`config.mk`:
```
export PLATFORM = sky130hd
export DESIGN_NAME = gvr_fifo
export DESIGN_NICKNAME = d
export VERILOG_FILES = /design/src/sv/gvr_pkg.sv /design/src/sv/gvr_fifo.sv
export SDC_FILE = /design/constraint.sdc
export NUM_CORES = 1
export LEC_CHECK = 0
export BUFFER_PORTS_ARGS = -buffer_cell sky130_fd_sc_hd__buf_2
export CORE_AREA = 2 2 210 212
export DETAILED_ROUTE_END_ITERATION = 8
export DIE_AREA = 0 0 212 214
export GPL_TIMING_DRIVEN = 1
export PLACE_DENSITY = 0.67
export SLEW_MARGIN = 20
export SYNTH_ARGS = -nofsm -noshare
export SYNTH_HDL_FRONTEND = slang
export SYNTH_SLANG_ARGS = --single-unit
```
`constraint.sdc`:
```
create_clock -name clk -period 12.04 [get_ports clk]
set_clock_uncertainty 0.05 [all_clocks]
set_input_delay 1.204 -clock clk [delete_from_list [all_inputs] [get_ports clk]]
set_output_delay 1.204 -clock clk [all_outputs]
set_load 0.01 [all_outputs]
```
`src/sv/gvr_pkg.sv`:
```
// ----------------------------------------------------------------------------
// gvr_pkg: shared types, constants and step functions
// Types and arithmetic steps for the Givens rotation construction pipeline.
// ----------------------------------------------------------------------------
package gvr_pkg;

	// queue between front and back; depth must be a power of two
	localparam int QueueDepth = 4;
	localparam int QPtrW      = $clog2(QueueDepth);

	localparam int SqrtSteps  = 32;
	localparam int DivSteps   = 31;
	localparam int RecipSteps = 32;

	localparam logic [30:0] OneQ30     = 31'h4000_0000;
	localparam logic [30:0] RecipSmall = 31'h0000_4000;
	localparam logic [31:0] ZOneQ16    = 32'h0001_0000;
	localparam logic [31:0] ZPosMax    = 32'h7fff_ffff;
	localparam logic [31:0] ZNegMin    = 32'h8000_0000;

	typedef struct packed {
		logic        aneg;
		logic        bneg;
		logic        rneg;
		logic        abig;
		logic        zero;
		logic [31:0] amag;
		logic [31:0] bmag;
	} gvr_cls_t;

	typedef struct packed {
		gvr_cls_t    cls;
		logic [63:0] sum;
	} gvr_work_t;

	typedef struct packed {
		logic [33:0] rem;
		logic [31:0] root;
	} gvr_sq_t;

	typedef struct packed {
		logic [32:0] rem;
		logic        qbit;
	} gvr_div_t;

	// one bit of a restoring square root
	function automatic gvr_sq_t sqrt_step(gvr_sq_t cur, logic [1:0] pair);
		logic [35:0] sh;
		logic [35:0] trial;
		gvr_sq_t     nxt;
		sh    = {cur.rem, pair};
		trial = {2'b00, cur.root, 2'b01};
		if (sh >= trial) begin
			nxt.rem  = 34'(sh - trial);
			nxt.root = {cur.root[30:0], 1'b1};
		end else begin
			nxt.rem  = sh[33:0];
			nxt.root = {cur.root[30:0], 1'b0};
		end
		return nxt;
	endfunction

	// one bit of a restoring division
	function automatic gvr_div_t div_step(logic [32:0] rem, logic nb, logic [31:0] dvs);
		logic [33:0] sh;
		gvr_div_t    nxt;
		sh = {rem, nb};
		if (sh >= {2'b00, dvs}) begin
			nxt.rem  = 33'(sh - {2'b00, dvs});
			nxt.qbit = 1'b1;
		end else begin
			nxt.rem  = sh[32:0];
			nxt.qbit = 1'b0;
		end
		return nxt;
	endfunction

endpackage

```
`src/sv/gvr_fifo.sv`:
```
// ----------------------------------------------------------------------------
// gvr_fifo: work queue
// Short queue between the classify front and the arithmetic back.
// ----------------------------------------------------------------------------
module gvr_fifo (
	input  logic               clk,
	input  logic               arst_n,
	input  logic               push_valid,
	input  gvr_pkg::gvr_work_t push_data,
	output logic               push_ready,
	output logic               pop_valid,
	output gvr_pkg::gvr_work_t pop_data,
	input  logic               pop_ready
);
	import gvr_pkg::*;

	gvr_work_t        mem_q [QueueDepth];
	logic [QPtrW-1:0] wr_ptr_q, rd_ptr_q;
	logic [QPtrW:0]   count_q;
	logic             push, pop;

	assign push_ready = count_q != (QPtrW+1)'(QueueDepth);
	assign pop_valid  = count_q != '0;
	assign push       = push_valid && push_ready;
	assign pop        = pop_valid && pop_ready;
	assign pop_data   = mem_q[rd_ptr_q];

	always_ff @(posedge clk or negedge arst_n) begin
		if (!arst_n) begin
			wr_ptr_q <= '0;
			rd_ptr_q <= '0;
			count_q  <= '0;
		end else begin
			if (push) wr_ptr_q <= wr_ptr_q + 1'b1;
			if (pop)  rd_ptr_q <= rd_ptr_q + 1'b1;
			if (push && !pop) count_q <= count_q + 1'b1;
			else if (pop && !push) count_q <= count_q - 1'b1;
		end
	end

	always_ff @(posedge clk) begin
		if (push) mem_q[wr_ptr_q] <= push_data;
	end

`ifndef SYNTH
	a_count_bound: assert property (@(posedge clk) disable iff (!arst_n)
		count_q <= (QPtrW+1)'(QueueDepth))
		else $error("queue count beyond depth");
`endif

endmodule

```
Word level (Yosys, flattened, before mapping)
Memories as Yosys holds them, arrays and structs flattened.
Index checks and enable logic that the tools add are counted.

storage, ports and cells
  output and inout port bits = 135
  memories kept = 1
  word-level logic and storage cells = 21
  memory bits (writable) = 532
  input port bits = 137
  register bits = 7

memories
  name   depth  bits a word  rd ports  clocked after memory_dff  write ports  line            RTL
  mem_q  4      133          1         0                         1            gvr_fifo.sv:17  gvr_work_t mem_q [QueueDepth];

operators by class
  reduce and logical (&&, ||, !) cells = 8
  equality and inequality tests = 1
  mux-type cells = 4
  add/subtract/negate cells = 4

operators with widths
  operator                                          number
  two-way mux 3 bit                                 2
  adder 2 x 1 -> 2 bit, second input constant       2
  logical AND 1 bit                                 4
  adder 3 x 1 -> 3 bit, second input constant       1
  inequality test 3 bit, second input constant      1
  nonzero test 3 bit                                1
  subtractor 3 x 1 -> 3 bit, second input constant  1
  zero test 1 bit                                   2
  two-way mux 1 bit                                 2
  nonzero test 2 bit                                1

Depth between registers and ports, before layout
  depth after elaboration = 6
  depth in mapped cells = 8
  gate-level depth less buffers = 8

Worst setup path after synthesis
No wires, ideal clock.

  path type = input to register
  start = in push_valid
  end = mem mem_q[0][0] (netlist name) (enable)
  data required time = 11.482 ns
  stages = 2
  setup slack = 6.919 ns
  buffers on the path = 0
  setup time = 0.508 ns
  data arrival time = 4.563 ns
  cell sequence = a21boi_2 > and2_1

between the ends
  cells in the longest elaborated chain, start to end = 3

RTL lines
  item                                     line            RTL
  start, declared                          gvr_fifo.sv:8   input logic push_valid,
  logical AND 1 bit                        gvr_fifo.sv:24  assign push = push_valid && push_ready;
  two-way mux 1 bit                        gvr_fifo.sv:42  if (push) mem_q[wr_ptr_q] <= push_data;
  two-way mux 1 bit (implied by the code)  gvr_fifo.sv:42
  end, declared                            gvr_fifo.sv:17

Every way passes these cells.

==> flow_summary_export.csv <==
group,metric,value,unit
timing,slew_headroom,37.76,%
setup_path,crit_slowest_cell,"buf_4",
logic_synthesis,synth_nets,873,
drt,wl,35.91,mm
setup_path,cp-start-kind,"flip-flop",
die,dieArea,45370,um^2
logic_synthesis,syn_inst,730,
clock_tree,clk_pin_slew,0.06,ns
timing,worstMarginPinSlew,0.9336,ns
setup_path,reg2reg_depth,4,
drt,first_pass_iters,4,
drt,antenna_left,0,
drt,wl_per_cell,21.48,um
clock_tree,cts_max_level,2,
placed_design,placed_area,21580,um^2
drt,vias,8626,
clock_tree,cts_resized,0,
clock_tree,cts_hold_buf,0,
drt,drt-initial-drc-count,549,
grt,grt_pass1_vias,9264,
power,leakage,0.007883,uW
placed_design,gp_congestion,0.7009,
logic_synthesis,yosysTopAreaCell,"edfxtp_1",
outcome,status,"complete, no violations",
timing,grt_setup_unrepaired,"no",
die,coreArea,42890,um^2
die,initial_core_util,45.62,%
clock_tree,clock_sink_count,539,
placed_design,hpwl,21.15,mm
logic_synthesis,synth_area_leaders,"edfxtp_1, mux4_2, dfrtp_1",
grt,grt_antenna_before_repair,8,
power,ir_worst_vdd,0.1639,mV
logic_synthesis,synth_area_per_cell,26.80,um^2
timing,min_period_over_period,39.79,%
grt,globalRouteOverflowTotal,0,
grt,grt_max_degree,60,
grt,grtUsageTotal,16.17,%
finish,fill_cells,3270,
setup_path,max_stage_delay,0.72,ns
timing,slew_violations,0,
power,power_density,249.4,nW/um^2
clock_tree,clock_latency,0.58,ns
power,p_total,5817,uW
die,die_y,214,um
worst_hold_path,min_path_type,"in2async",
clock_tree,postCtsSetupBuffers,0,
logic_synthesis,syn_area,19570,um^2
job,max-cap-violations,0,
timing,holdWs,0.4050,ns
finish,area_delta_synth_final,19.21,%
setup_path,crit_fanout,39,
timing,finalHoldViolCount,0,
die,die_w,212,um
timing,max_freq,208.8,MHz
timing,setup_viol,0,
grt,grt_pass1_wl,55.06,mm
placed_design,portBuffers,271,
logic_synthesis,synth_seq_area_share,82.54,%
finish,drive_above_1_share,46.26,%
die,core.rowCount,76,
setup_path,r2r-end,"mem_q[0][29]$_DFFE_PP_",
logic_synthesis,yosys_warnings,0,
timing,fin_setup_tns,0,ns
setup_path,end_kind,"output port",
drt,avgViaCountPerCell,5.159,
clock_tree,cts_tree,"yes",
drt,drc_errors,0,
clock_tree,clockRootBuffer,"clkbuf_16",
timing,fin_crit,4.790,ns
setup_path,r2r_start,"count_q[0]$_DFFE_PN0P_",
finish,nets,1183,
setup_path,worstPathRequired,10.79,ns
setup_path,r2r_slack,9.29,ns
setup_path,crit_top_cell,"buf_4",
logic_synthesis,ys_ff_latch,539,
clock_tree,cts_max_path_buffers,3,
logic_synthesis,yosysUniqueCellTypes,19,
clock_tree,cts_made_buffers,54,
setup_path,crit_arrival,3.54,ns
setup_path,criticalPathCategory,"reg2out",
finish,final_area,23320,um^2
logic_synthesis,synth_top_cell_area_share,81.65,%
die,boundaryPins,272,
setup_path,crit_chain,"buf_4 > buf_4 > mux4_2 > buf_2",
## state kept, by name, indices dropped and copies added, names as in the netlist
signal	flops
rd_ptr_q	2
mem_q	532
count_q	3
wr_ptr_q	2
## worst max-delay path, delay by kind of cell (launching register included)
kind,cells,cell delay (ns)
buf+inv,3,1.59
flops,1,0.67
mux,1,0.61
## power by group
part | switching, uW | internal (uW)
Clock | 661 | 964
Combinational | 864 | 722
Sequential | 122 | 2480
## cells in the mapped netlist
cell      instances
mux2_2            2
xnor2_1           4
ha_1              5
a21boi_2          1
and2_1            4
buf_4             1
nand2_1           2
xor2_1            2
clkbuf_1          6
nand3_1           1
dfrtp_1           7
nor2_1            2
buf_2            16
mux4_2          133
buf_6             7
fa_1              1
inv_1             3
or3_1             1
edfxtp_1        532
## worst max path at each step
stage	cells past startpoint	slack (ns)	from	endpoint
2_1_floorplan	2	6.92	push_valid	mem_q[0][0]$_DFFE_PP_
3_3_place_gp	4	7.76	rd_ptr_q[0]$_DFFE_PN0P_	pop_data[130]
3_5_place_dp	4	7.70	rd_ptr_q[0]$_DFFE_PN0P_	pop_data[76]
4_1_cts	4	7.05	rd_ptr_q[0]$_DFFE_PN0P_	pop_data[76]
5_1_grt	4	6.89	rd_ptr_q[0]$_DFFE_PN0P_	pop_data[130]
6_report	4	7.25	rd_ptr_q[0]$_DFFE_PN0P_	pop_data[50]
## layout make-up
class	count	area, um^2	area share, %
clock inverters	31	309.0	1.325
diodes	4	10.01	0.04291
inverters	3	11.26	0.04828
well taps	585	732.0	3.138
multi-input cells	158	3226	13.83
clock buffers	68	1425	6.110
flip-flops and latches	539	16160	69.27
repair buffers	284	1454	6.233
## layout by cell type (no fill, tap or decap), types with 3 or more instances in the layout
cell	instances
and2_4	4
buf_2	271
buf_4	13
bufinv_16	6
clkbuf_1	13
clkbuf_16	55
clkinv_1	11
clkinv_2	8
clkinvlp_4	4
dfrtp_1	5
diode_2	4
edfxtp_1	532
ha_1	5
inv_1	3
mux4_2	133
xnor2_1	4
## stage by stage
step	util [%]	cells	setup slack [ns]
3_3_place_gp	50.32	1569	7.758
2_1_floorplan	-	730	6.919
5_1_grt	54.37	1669	6.887
3_5_place_dp	50.32	1569	7.704
6_report	54.39	1672	7.250
4_1_cts	54.36	1668	7.055
## layer usage
layer / share of wire (%) / GRT usage [%]
met5: 0.20 / 0
met4: 2.0 / 5.376
met3: 7.4 / 5.058
met2: 48 / 25.45
met1: 42 / 21.60
## logic make-up after synthesis
| family | share of synthesized area (%) |
|---|---|
| xor+xnor | 0.2686 |
| simple gates | 0.2622 |
| fa+ha+maj | 0.4221 |
| buf+inv | 1.023 |
| compound gates | 0.05755 |
| flops | 82.54 |
| mux | 15.42 |
(Power assumes the default switching activity.)
