## src/sv/gvr_pkg.sv

```systemverilog
// ----------------------------------------------------------------------------
// gvr_pkg: shared types, constants and step functions
// Types and arithmetic steps for the Givens rotation construction pipeline.
// ----------------------------------------------------------------------------
package gvr_pkg;

	// queue between front and back; depth must be a power of two
	localparam int QueueDepth = 4;
	localparam int QPtrW      = $clog2(QueueDepth);

	localparam int SqrtSteps  = 32;
	localparam int DivSteps   = 31;
	localparam int RecipSteps = 32;

	localparam logic [30:0] OneQ30     = 31'h4000_0000;
	localparam logic [30:0] RecipSmall = 31'h0000_4000;
	localparam logic [31:0] ZOneQ16    = 32'h0001_0000;
	localparam logic [31:0] ZPosMax    = 32'h7fff_ffff;
	localparam logic [31:0] ZNegMin    = 32'h8000_0000;

	typedef struct packed {
		logic        aneg;
		logic        bneg;
		logic        rneg;
		logic        abig;
		logic        zero;
		logic [31:0] amag;
		logic [31:0] bmag;
	} gvr_cls_t;

	typedef struct packed {
		gvr_cls_t    cls;
		logic [63:0] sum;
	} gvr_work_t;

	typedef struct packed {
		logic [33:0] rem;
		logic [31:0] root;
	} gvr_sq_t;

	typedef struct packed {
		logic [32:0] rem;
		logic        qbit;
	} gvr_div_t;

	// one bit of a restoring square root
	function automatic gvr_sq_t sqrt_step(gvr_sq_t cur, logic [1:0] pair);
		logic [35:0] sh;
		logic [35:0] trial;
		gvr_sq_t     nxt;
		sh    = {cur.rem, pair};
		trial = {2'b00, cur.root, 2'b01};
		if (sh >= trial) begin
			nxt.rem  = 34'(sh - trial);
			nxt.root = {cur.root[30:0], 1'b1};
		end else begin
			nxt.rem  = sh[33:0];
			nxt.root = {cur.root[30:0], 1'b0};
		end
		return nxt;
	endfunction

	// one bit of a restoring division
	function automatic gvr_div_t div_step(logic [32:0] rem, logic nb, logic [31:0] dvs);
		logic [33:0] sh;
		gvr_div_t    nxt;
		sh = {rem, nb};
		if (sh >= {2'b00, dvs}) begin
			nxt.rem  = 33'(sh - {2'b00, dvs});
			nxt.qbit = 1'b1;
		end else begin
			nxt.rem  = sh[32:0];
			nxt.qbit = 1'b0;
		end
		return nxt;
	endfunction

endpackage

```

## src/sv/gvr_in_if.sv

```systemverilog
// ----------------------------------------------------------------------------
// gvr_in_if: input pair channel
// Valid/ready channel carrying the components a and b.
// ----------------------------------------------------------------------------
interface gvr_in_if;
	logic               valid;
	logic               ready;
	logic signed [31:0] a_value;
	logic signed [31:0] b_value;

	modport source (output valid, a_value, b_value, input ready);
	modport sink   (input valid, a_value, b_value, output ready);
endinterface

```

## src/sv/gvr_front.sv

```systemverilog
// ----------------------------------------------------------------------------
// gvr_front: accept and classify
// Registers the pair, forms magnitudes and case flags, squares both parts
// and pushes the work word with its square sum into the queue.
// ----------------------------------------------------------------------------
module gvr_front (
	input  logic              clk,
	input  logic              arst_n,
	gvr_in_if.sink            pair,
	output gvr_pkg::gvr_work_t push_data,
	output logic              push_valid,
	input  logic              push_ready
);
	import gvr_pkg::*;

	logic               v_s1, v_s2, v_s3;
	logic               rdy1, rdy2, rdy3;
	logic signed [31:0] a_s1, b_s1;
	gvr_cls_t           cls_s2, cls_s3;
	logic        [63:0] asq_s3, bsq_s3;
	gvr_cls_t           cls_c;

	// bubbles collapse: a stage takes a word when empty or when it drains
	assign rdy3       = !v_s3 || push_ready;
	assign rdy2       = !v_s2 || rdy3;
	assign rdy1       = !v_s1 || rdy2;
	assign pair.ready = rdy1;

	always_comb begin
		cls_c.aneg = a_s1[31];
		cls_c.bneg = b_s1[31];
		cls_c.amag = a_s1[31] ? 32'(-a_s1) : 32'(a_s1);
		cls_c.bmag = b_s1[31] ? 32'(-b_s1) : 32'(b_s1);
		cls_c.abig = cls_c.amag > cls_c.bmag;
		cls_c.zero = (cls_c.amag == 32'd0) && (cls_c.bmag == 32'd0);
		cls_c.rneg = cls_c.zero ? 1'b0 : (cls_c.abig ? cls_c.aneg : cls_c.bneg);
	end

	always_ff @(posedge clk or negedge arst_n) begin
		if (!arst_n) begin
			v_s1 <= 1'b0;
			v_s2 <= 1'b0;
			v_s3 <= 1'b0;
		end else begin
			if (rdy1) v_s1 <= pair.valid;
			if (rdy2) v_s2 <= v_s1;
			if (rdy3) v_s3 <= v_s2;
		end
	end

	always_ff @(posedge clk) begin
		if (rdy1) begin
			a_s1 <= pair.a_value;
			b_s1 <= pair.b_value;
		end
		if (rdy2) cls_s2 <= cls_c;
		if (rdy3) begin
			cls_s3 <= cls_s2;
			asq_s3 <= cls_s2.amag * cls_s2.amag;
			bsq_s3 <= cls_s2.bmag * cls_s2.bmag;
		end
	end

	assign push_valid    = v_s3;
	assign push_data.cls = cls_s3;
	assign push_data.sum = asq_s3 + bsq_s3;

endmodule

```

## src/flat_wrapper.sv

```systemverilog
// flat-port wrapper written by rule: the top's interface ports become plain ports
module gvr_front_flat import gvr_pkg::*;
  (clk, arst_n, push_data, push_valid, push_ready, pair_valid, pair_a_value, pair_b_value, pair_ready);
  gvr_in_if pair_i ();
  input  logic clk;
  input  logic arst_n;
  output gvr_pkg::gvr_work_t push_data;
  output logic push_valid;
  input  logic push_ready;
  input wire logic [$bits(pair_i.valid)-1:0] pair_valid;
  input wire logic [$bits(pair_i.a_value)-1:0] pair_a_value;
  input wire logic [$bits(pair_i.b_value)-1:0] pair_b_value;
  output wire logic [$bits(pair_i.ready)-1:0] pair_ready;
  assign pair_i.valid = pair_valid;
  assign pair_i.a_value = pair_a_value;
  assign pair_i.b_value = pair_b_value;
  assign pair_ready = pair_i.ready;
  gvr_front u_core (.clk(clk), .arst_n(arst_n), .pair(pair_i), .push_data(push_data), .push_valid(push_valid), .push_ready(push_ready));
endmodule
```

## config.mk

```make
export PLATFORM = sky130hd
export DESIGN_NAME = gvr_front_flat
export DESIGN_NICKNAME = d
export VERILOG_FILES = /design/src/sv/gvr_pkg.sv /design/src/sv/gvr_in_if.sv /design/src/sv/gvr_front.sv /design/src/flat_wrapper.sv
export SDC_FILE = /design/constraint.sdc
export NUM_CORES = 2
export LEC_CHECK = 0
export ABC_AREA = 1
export BUFFER_PORTS_ARGS = -buffer_cell sky130_fd_sc_hd__buf_2
export CORE_UTILIZATION = 60
export CTS_BUF_LIST = sky130_fd_sc_hd__clkbuf_4 sky130_fd_sc_hd__clkbuf_8
export DETAILED_ROUTE_END_ITERATION = 12
export PLACE_DENSITY = 0.8
export RECOVER_POWER = 100
export SYNTH_ARGS = -nofsm -noshare
export SYNTH_HDL_FRONTEND = slang
export SYNTH_SLANG_ARGS = --single-unit
```

## constraint.sdc

```tcl
create_clock -name clk -period 9.9 [get_ports clk]
set_input_delay 0.99 -clock clk [delete_from_list [all_inputs] [get_ports clk]]
set_output_delay 0.99 -clock clk [all_outputs]
set_load 0.1 [all_outputs]
```

**Word level (Yosys, flattened, before mapping)**

Cells that the tools add are included.

- Multiply operators: 2
- Add/sub/neg operators: 3
- Reduce and logical (&&, ||, !) cells: 9
- Mux-type cells: 3
- Magnitude comparators: 1

Operators by type and width:

| operator | number |
|---|---|
| $mul A32 B32 Y64 | 2 |
| $add A64 B64 Y64 | 1 |
| $logic_not A32 Y1 | 2 |
| $mux W32 | 2 |
| $neg A32 Y32 | 2 |
| $gt A32 B32 Y1 | 1 |
| $logic_not A1 Y1 | 3 |
| $logic_or A1 B1 Y1 | 3 |
| $logic_and A1 B1 Y1 | 1 |
| $mux W1 | 1 |

- Output and inout port bits: 135
- Bits of input ports: 68
- Register bits: 333

**Depth between registers and ports, before layout**

- Depth after elaboration: 4
- Mapped depth: 34
- Gate-level depth less buffers: 32

**Worst setup path after synthesis**

Ideal clock, no wire load.

- Kind: input to output
- From: input push_ready
- To: output pair_ready
- Data required time: 8.910 ns
- Setup slack: 1.313 ns
- Arrival time: 7.597 ns
- Path buffers: 0
- Cell stages on the path: 4
- Path through: inv_1 -> nand2_1 -> nor2_1 -> nand2_1

- Word-level cells in the longest chain between the ends: 3

RTL lines:

| what | line | text |
|---|---|---|
| start, declared | flat_wrapper.sv:9 | `input logic push_ready;` |
| $logic_or A1 B1 Y1 | gvr_front.sv:24 | `assign rdy3 = !v_s3 \|\| push_ready;` |
| net u_core.rdy3 | gvr_front.sv:17 | `logic rdy1, rdy2, rdy3;` |
| $logic_or A1 B1 Y1 | gvr_front.sv:25 | `assign rdy2 = !v_s2 \|\| rdy3;` |
| $logic_or A1 B1 Y1 | gvr_front.sv:26 | `assign rdy1 = !v_s1 \|\| rdy2;` |
| end, declared | flat_wrapper.sv:13 | `output wire logic [$bits(pair_i.ready)-1:0] pair_ready;` |

The timed path passes the listed nets, and every way through them passes these cells.

**Worst setup path after layout**

- From: register u_core.cls_s2[10] (netlist name)
- To: register u_core.bsq_s3[51], data pin

- Word-level cells in the longest chain between the ends: 1

RTL lines:

| what | line | text |
|---|---|---|
| start, declared | gvr_front.sv:19 | `gvr_cls_t cls_s2, cls_s3;` |
| start signal, assigned | gvr_front.sv:56 | `if (rdy2) cls_s2 <= cls_c;` |
| $mul A32 B32 Y64 | gvr_front.sv:60 | `bsq_s3 <= cls_s2.bmag * cls_s2.bmag;` |
| end signal, assigned | gvr_front.sv:60 |  |
| end, declared | gvr_front.sv:20 | `logic [63:0] asq_s3, bsq_s3;` |

Every way passes these cells.
A chain may end at the register's enable or synchronous reset.

==> impl_metrics.toml <==
[floorplan]
die_x_um = 363
die_area_um2 = 132000
rows = 132
core_um2 = 129000
pin_count = 203
die_h_um = 363
start_util = 0.605

[drt]
dr.pass1.iters = 6
route.vias.total = 60400
drc = 0
wirelength_um = 225000
first_iter_violations = 5249
wl_per_cell_um = 20.2
vias_per_cell = 5.42
drtAntennaViolNets = 0

[layout]
area_growth_pct = 5.09
design_area_um2 = 82300
nFillCells = 10900
drive_gt1_frac = 0.0300
nets = 11700
antenna-diode-count = 0

[sta]
maxSlewViolCount = 818
final-hold-violation-count = 0
finalCritPeriodShare = 0.926
rsz0062_at_grt = "false"
max_freq_mhz = 109
skew_ps = 54.5
tns_ps = 0
final-setup-viol-count = 0
worstMarginPinSlew_ps = 3770
period_minus_slack_ps = 9160
timing.slew.headroom = -1.52

[cts]
cts-resized-gates = 0
postCtsSetupRepairBufs = 0
tritoncts = "yes"
clk_path_buf_depth = 3
htreeDepth = 2
clk_latency_ps = 780
cts_buffers = 61
cts_num_sinks = 329
clk_pin_slew_ps = 60
cts_root_buffer = "clkbuf_8"

[synth]
yosysTopAreaCellShare = 0.405
synthCells = 9202
synth_common_cells = "2819 x inv_1, 1785 x nand2_1, 1586 x fa_1"
async_flop_share = 0.00912
synthFlopType = "edfxtp_1"
seq_area_frac_synth = 0.126
synth_fp_nets = 11500
synth.area.top_cells = "fa_1 41%, inv_1 14%, edfxtp_1 12%"
yosysMostFrequentCell = "inv_1"
synth_edf_count = 326
ys.warnings.count = 0
synth_cell_types = 49
synth_seq_cells = 329
yosysTopAreaCell = "fa_1"
mappedNetlistArea_um2 = 78300
avgSynthCellArea_um2 = 8.51

[place]
port_buffers = 202
hpwl_um = 190000
place_area_um2 = 81400
place_congestion = 0.990

[global_route]
overflow = 0
antenna_found_initial = 5
grt_pass1_vias = 65600
grt_first_pass_wirelength_um = 356000
grt_usage = 0.353
grt_max_degree = 131

[setup_path]
end_kind = "register"
max_stage_delay_ps = 1820
cp_cell_sequence = "clkbuf_1 -> nand2_1 -> fa_1 -> inv_1 -> fa_1 -> inv_1 -> fa_1 -> fa_1 -> inv_1 -> fa_1 -> fa_1 -> fa_1 -> inv_1 -> fa_1 -> inv_1 -> ha_1 -> a21oi_1 -> o21bai_1 -> a21boi_0 -> o21ai_0 -> a21oi_1 -> o21ai_0 -> xor2_1"
crit_required_ps = 10370
cpMostUsedCell = "fa_1"
crit_buf_inv = 6
startpoint_type = "register"
cp.arrival_ps = 9630
critPathMaxFanout = 33
worstSetupPathType = "reg -> reg"
slowest_stage = "clkbuf_1"
critPathTopFamily = "adder cells"

[run_status]
violations = "capacitance limit, slew limit"
status = "complete, but fails checks"

[flow_run]
maxCapViolations = 20

[worst_hold_path]
hold_class = "in -> reg"
==> what timing repair did <==
| action | CTS | global route |
|---|---|---|
| hold buffers | 1 | 0 |
| hold endpoints to repair | 3 | 0 |
| endpoints found under the setup margin | 0 | 0 |
==> per-stage QoR <==
stage | instances | hold slack (ps) | utilization | worst slack [ps]
finish | 11100 | 385 | 0.636 | 735
global route | 11100 | 363 | 0.636 | 481
CTS | 11100 | 344 | 0.639 | 1360
detailed placement | 11000 | 412 | 0.628 | 1440
global placement | 11000 | 417 | 0.628 | 1500
floorplan | 9202 | 400 | - | 1310
==> state kept, by name (all words and copies together), names as in the netlist <==
signal and flops:
u_core.a_s1 32, u_core.push_data 67, u_core.asq_s3 63, u_core.cls_s2 69
u_core.b_s1 32, u_core.bsq_s3 63, u_core.v_s1 1, u_core.v_s2 1
u_core.push_valid 1
==> cell usage in the layout (no fill, tap or decap), types with 10 or more instances in the layout <==
| cell type | Yosys | final |
|---|---|---|
| nor2_1 | 504 | 504 |
| a21boi_0 | 12 | 13 |
| fa_1 | 1586 | 1586 |
| or2_2 | 12 | 12 |
| inv_1 | 2819 | 2820 |
| xor2_1 | 176 | 176 |
| clkbuf_8 | 0 | 64 |
| nor2_2 | 10 | 10 |
| edfxtp_1 | 326 | 326 |
| clkbuf_4 | 0 | 18 |
| a31oi_1 | 42 | 42 |
| a21o_1 | 46 | 46 |
| o211ai_1 | 17 | 17 |
| a21oi_1 | 274 | 275 |
| o21a_1 | 24 | 24 |
| nand4_1 | 32 | 32 |
| clkbuf_1 | 195 | 171 |
| nand2_1 | 1785 | 1797 |
| nand3b_1 | 14 | 14 |
| o21bai_1 | 68 | 69 |
| buf_4 | 3 | 54 |
| o21ai_0 | 162 | 168 |
| xnor2_1 | 65 | 65 |
| buf_2 | 5 | 62 |
| nor3_1 | 45 | 45 |
| ha_1 | 693 | 693 |
| a31o_2 | 10 | 10 |
| nand3_1 | 178 | 178 |
==> metal layers <==
metal  global-route usage  vias to the layer above  part of all wire
met1                0.469                    29600              0.39
met2                0.570                     2951              0.46
met3               0.0627                      646             0.095
met4                0.158                       10             0.052
met5                    0                        -           0.00036
li1                     -                    27100                 -
==> logic make-up (layout without fill, tap and decap cells) <==
logic type      count (synthesis)  in the layout  share of synthesized area
xor+xnor                      241            241                     0.0269
simple gates                 2621           2621                      0.133
buf+inv                      3044           3229                      0.146
compound gates                688            688                     0.0516
fa+ha+maj                    2279           2279                      0.516
flops                         329            329                      0.126
==> layout make-up <==
class	instances	area [µm²]	area share
clock buffers	82	1020	0.0123
inverters	2825	10600	0.129
multi-input cells	5829	57000	0.692
flip-flops and latches	329	9860	0.120
clock inverters	33	327	0.00397
well taps	1742	2180	0.0265
repair buffers	289	1370	0.0167
==> path summary, 6_finish.rpt <==
path,cells past startpoint,from,slack [ps],to
max,23,u_core.cls_s2[10]$_DFFE_PP_,740,u_core.bsq_s3[51]$_DFFE_PP_
min,1,pair_b_value[4],380,u_core.b_s1[4]$_DFFE_PP_
max reg2reg,23,u_core.cls_s2[10]$_DFFE_PP_,740,u_core.bsq_s3[51]$_DFFE_PP_
min reg2reg,0,u_core.cls_s2[65]$_DFFE_PP_,430,u_core.push_data[129]$_DFFE_PP_
max in group asynchronous,2,arst_n,9130,u_core.v_s2$_DFFE_PN0P_
min in group asynchronous,2,arst_n,580,u_core.v_s1$_DFFE_PN0P_
Power is not shown: default switching activity piles up to over one toggle a cycle in this logic, so the estimate is an artifact.
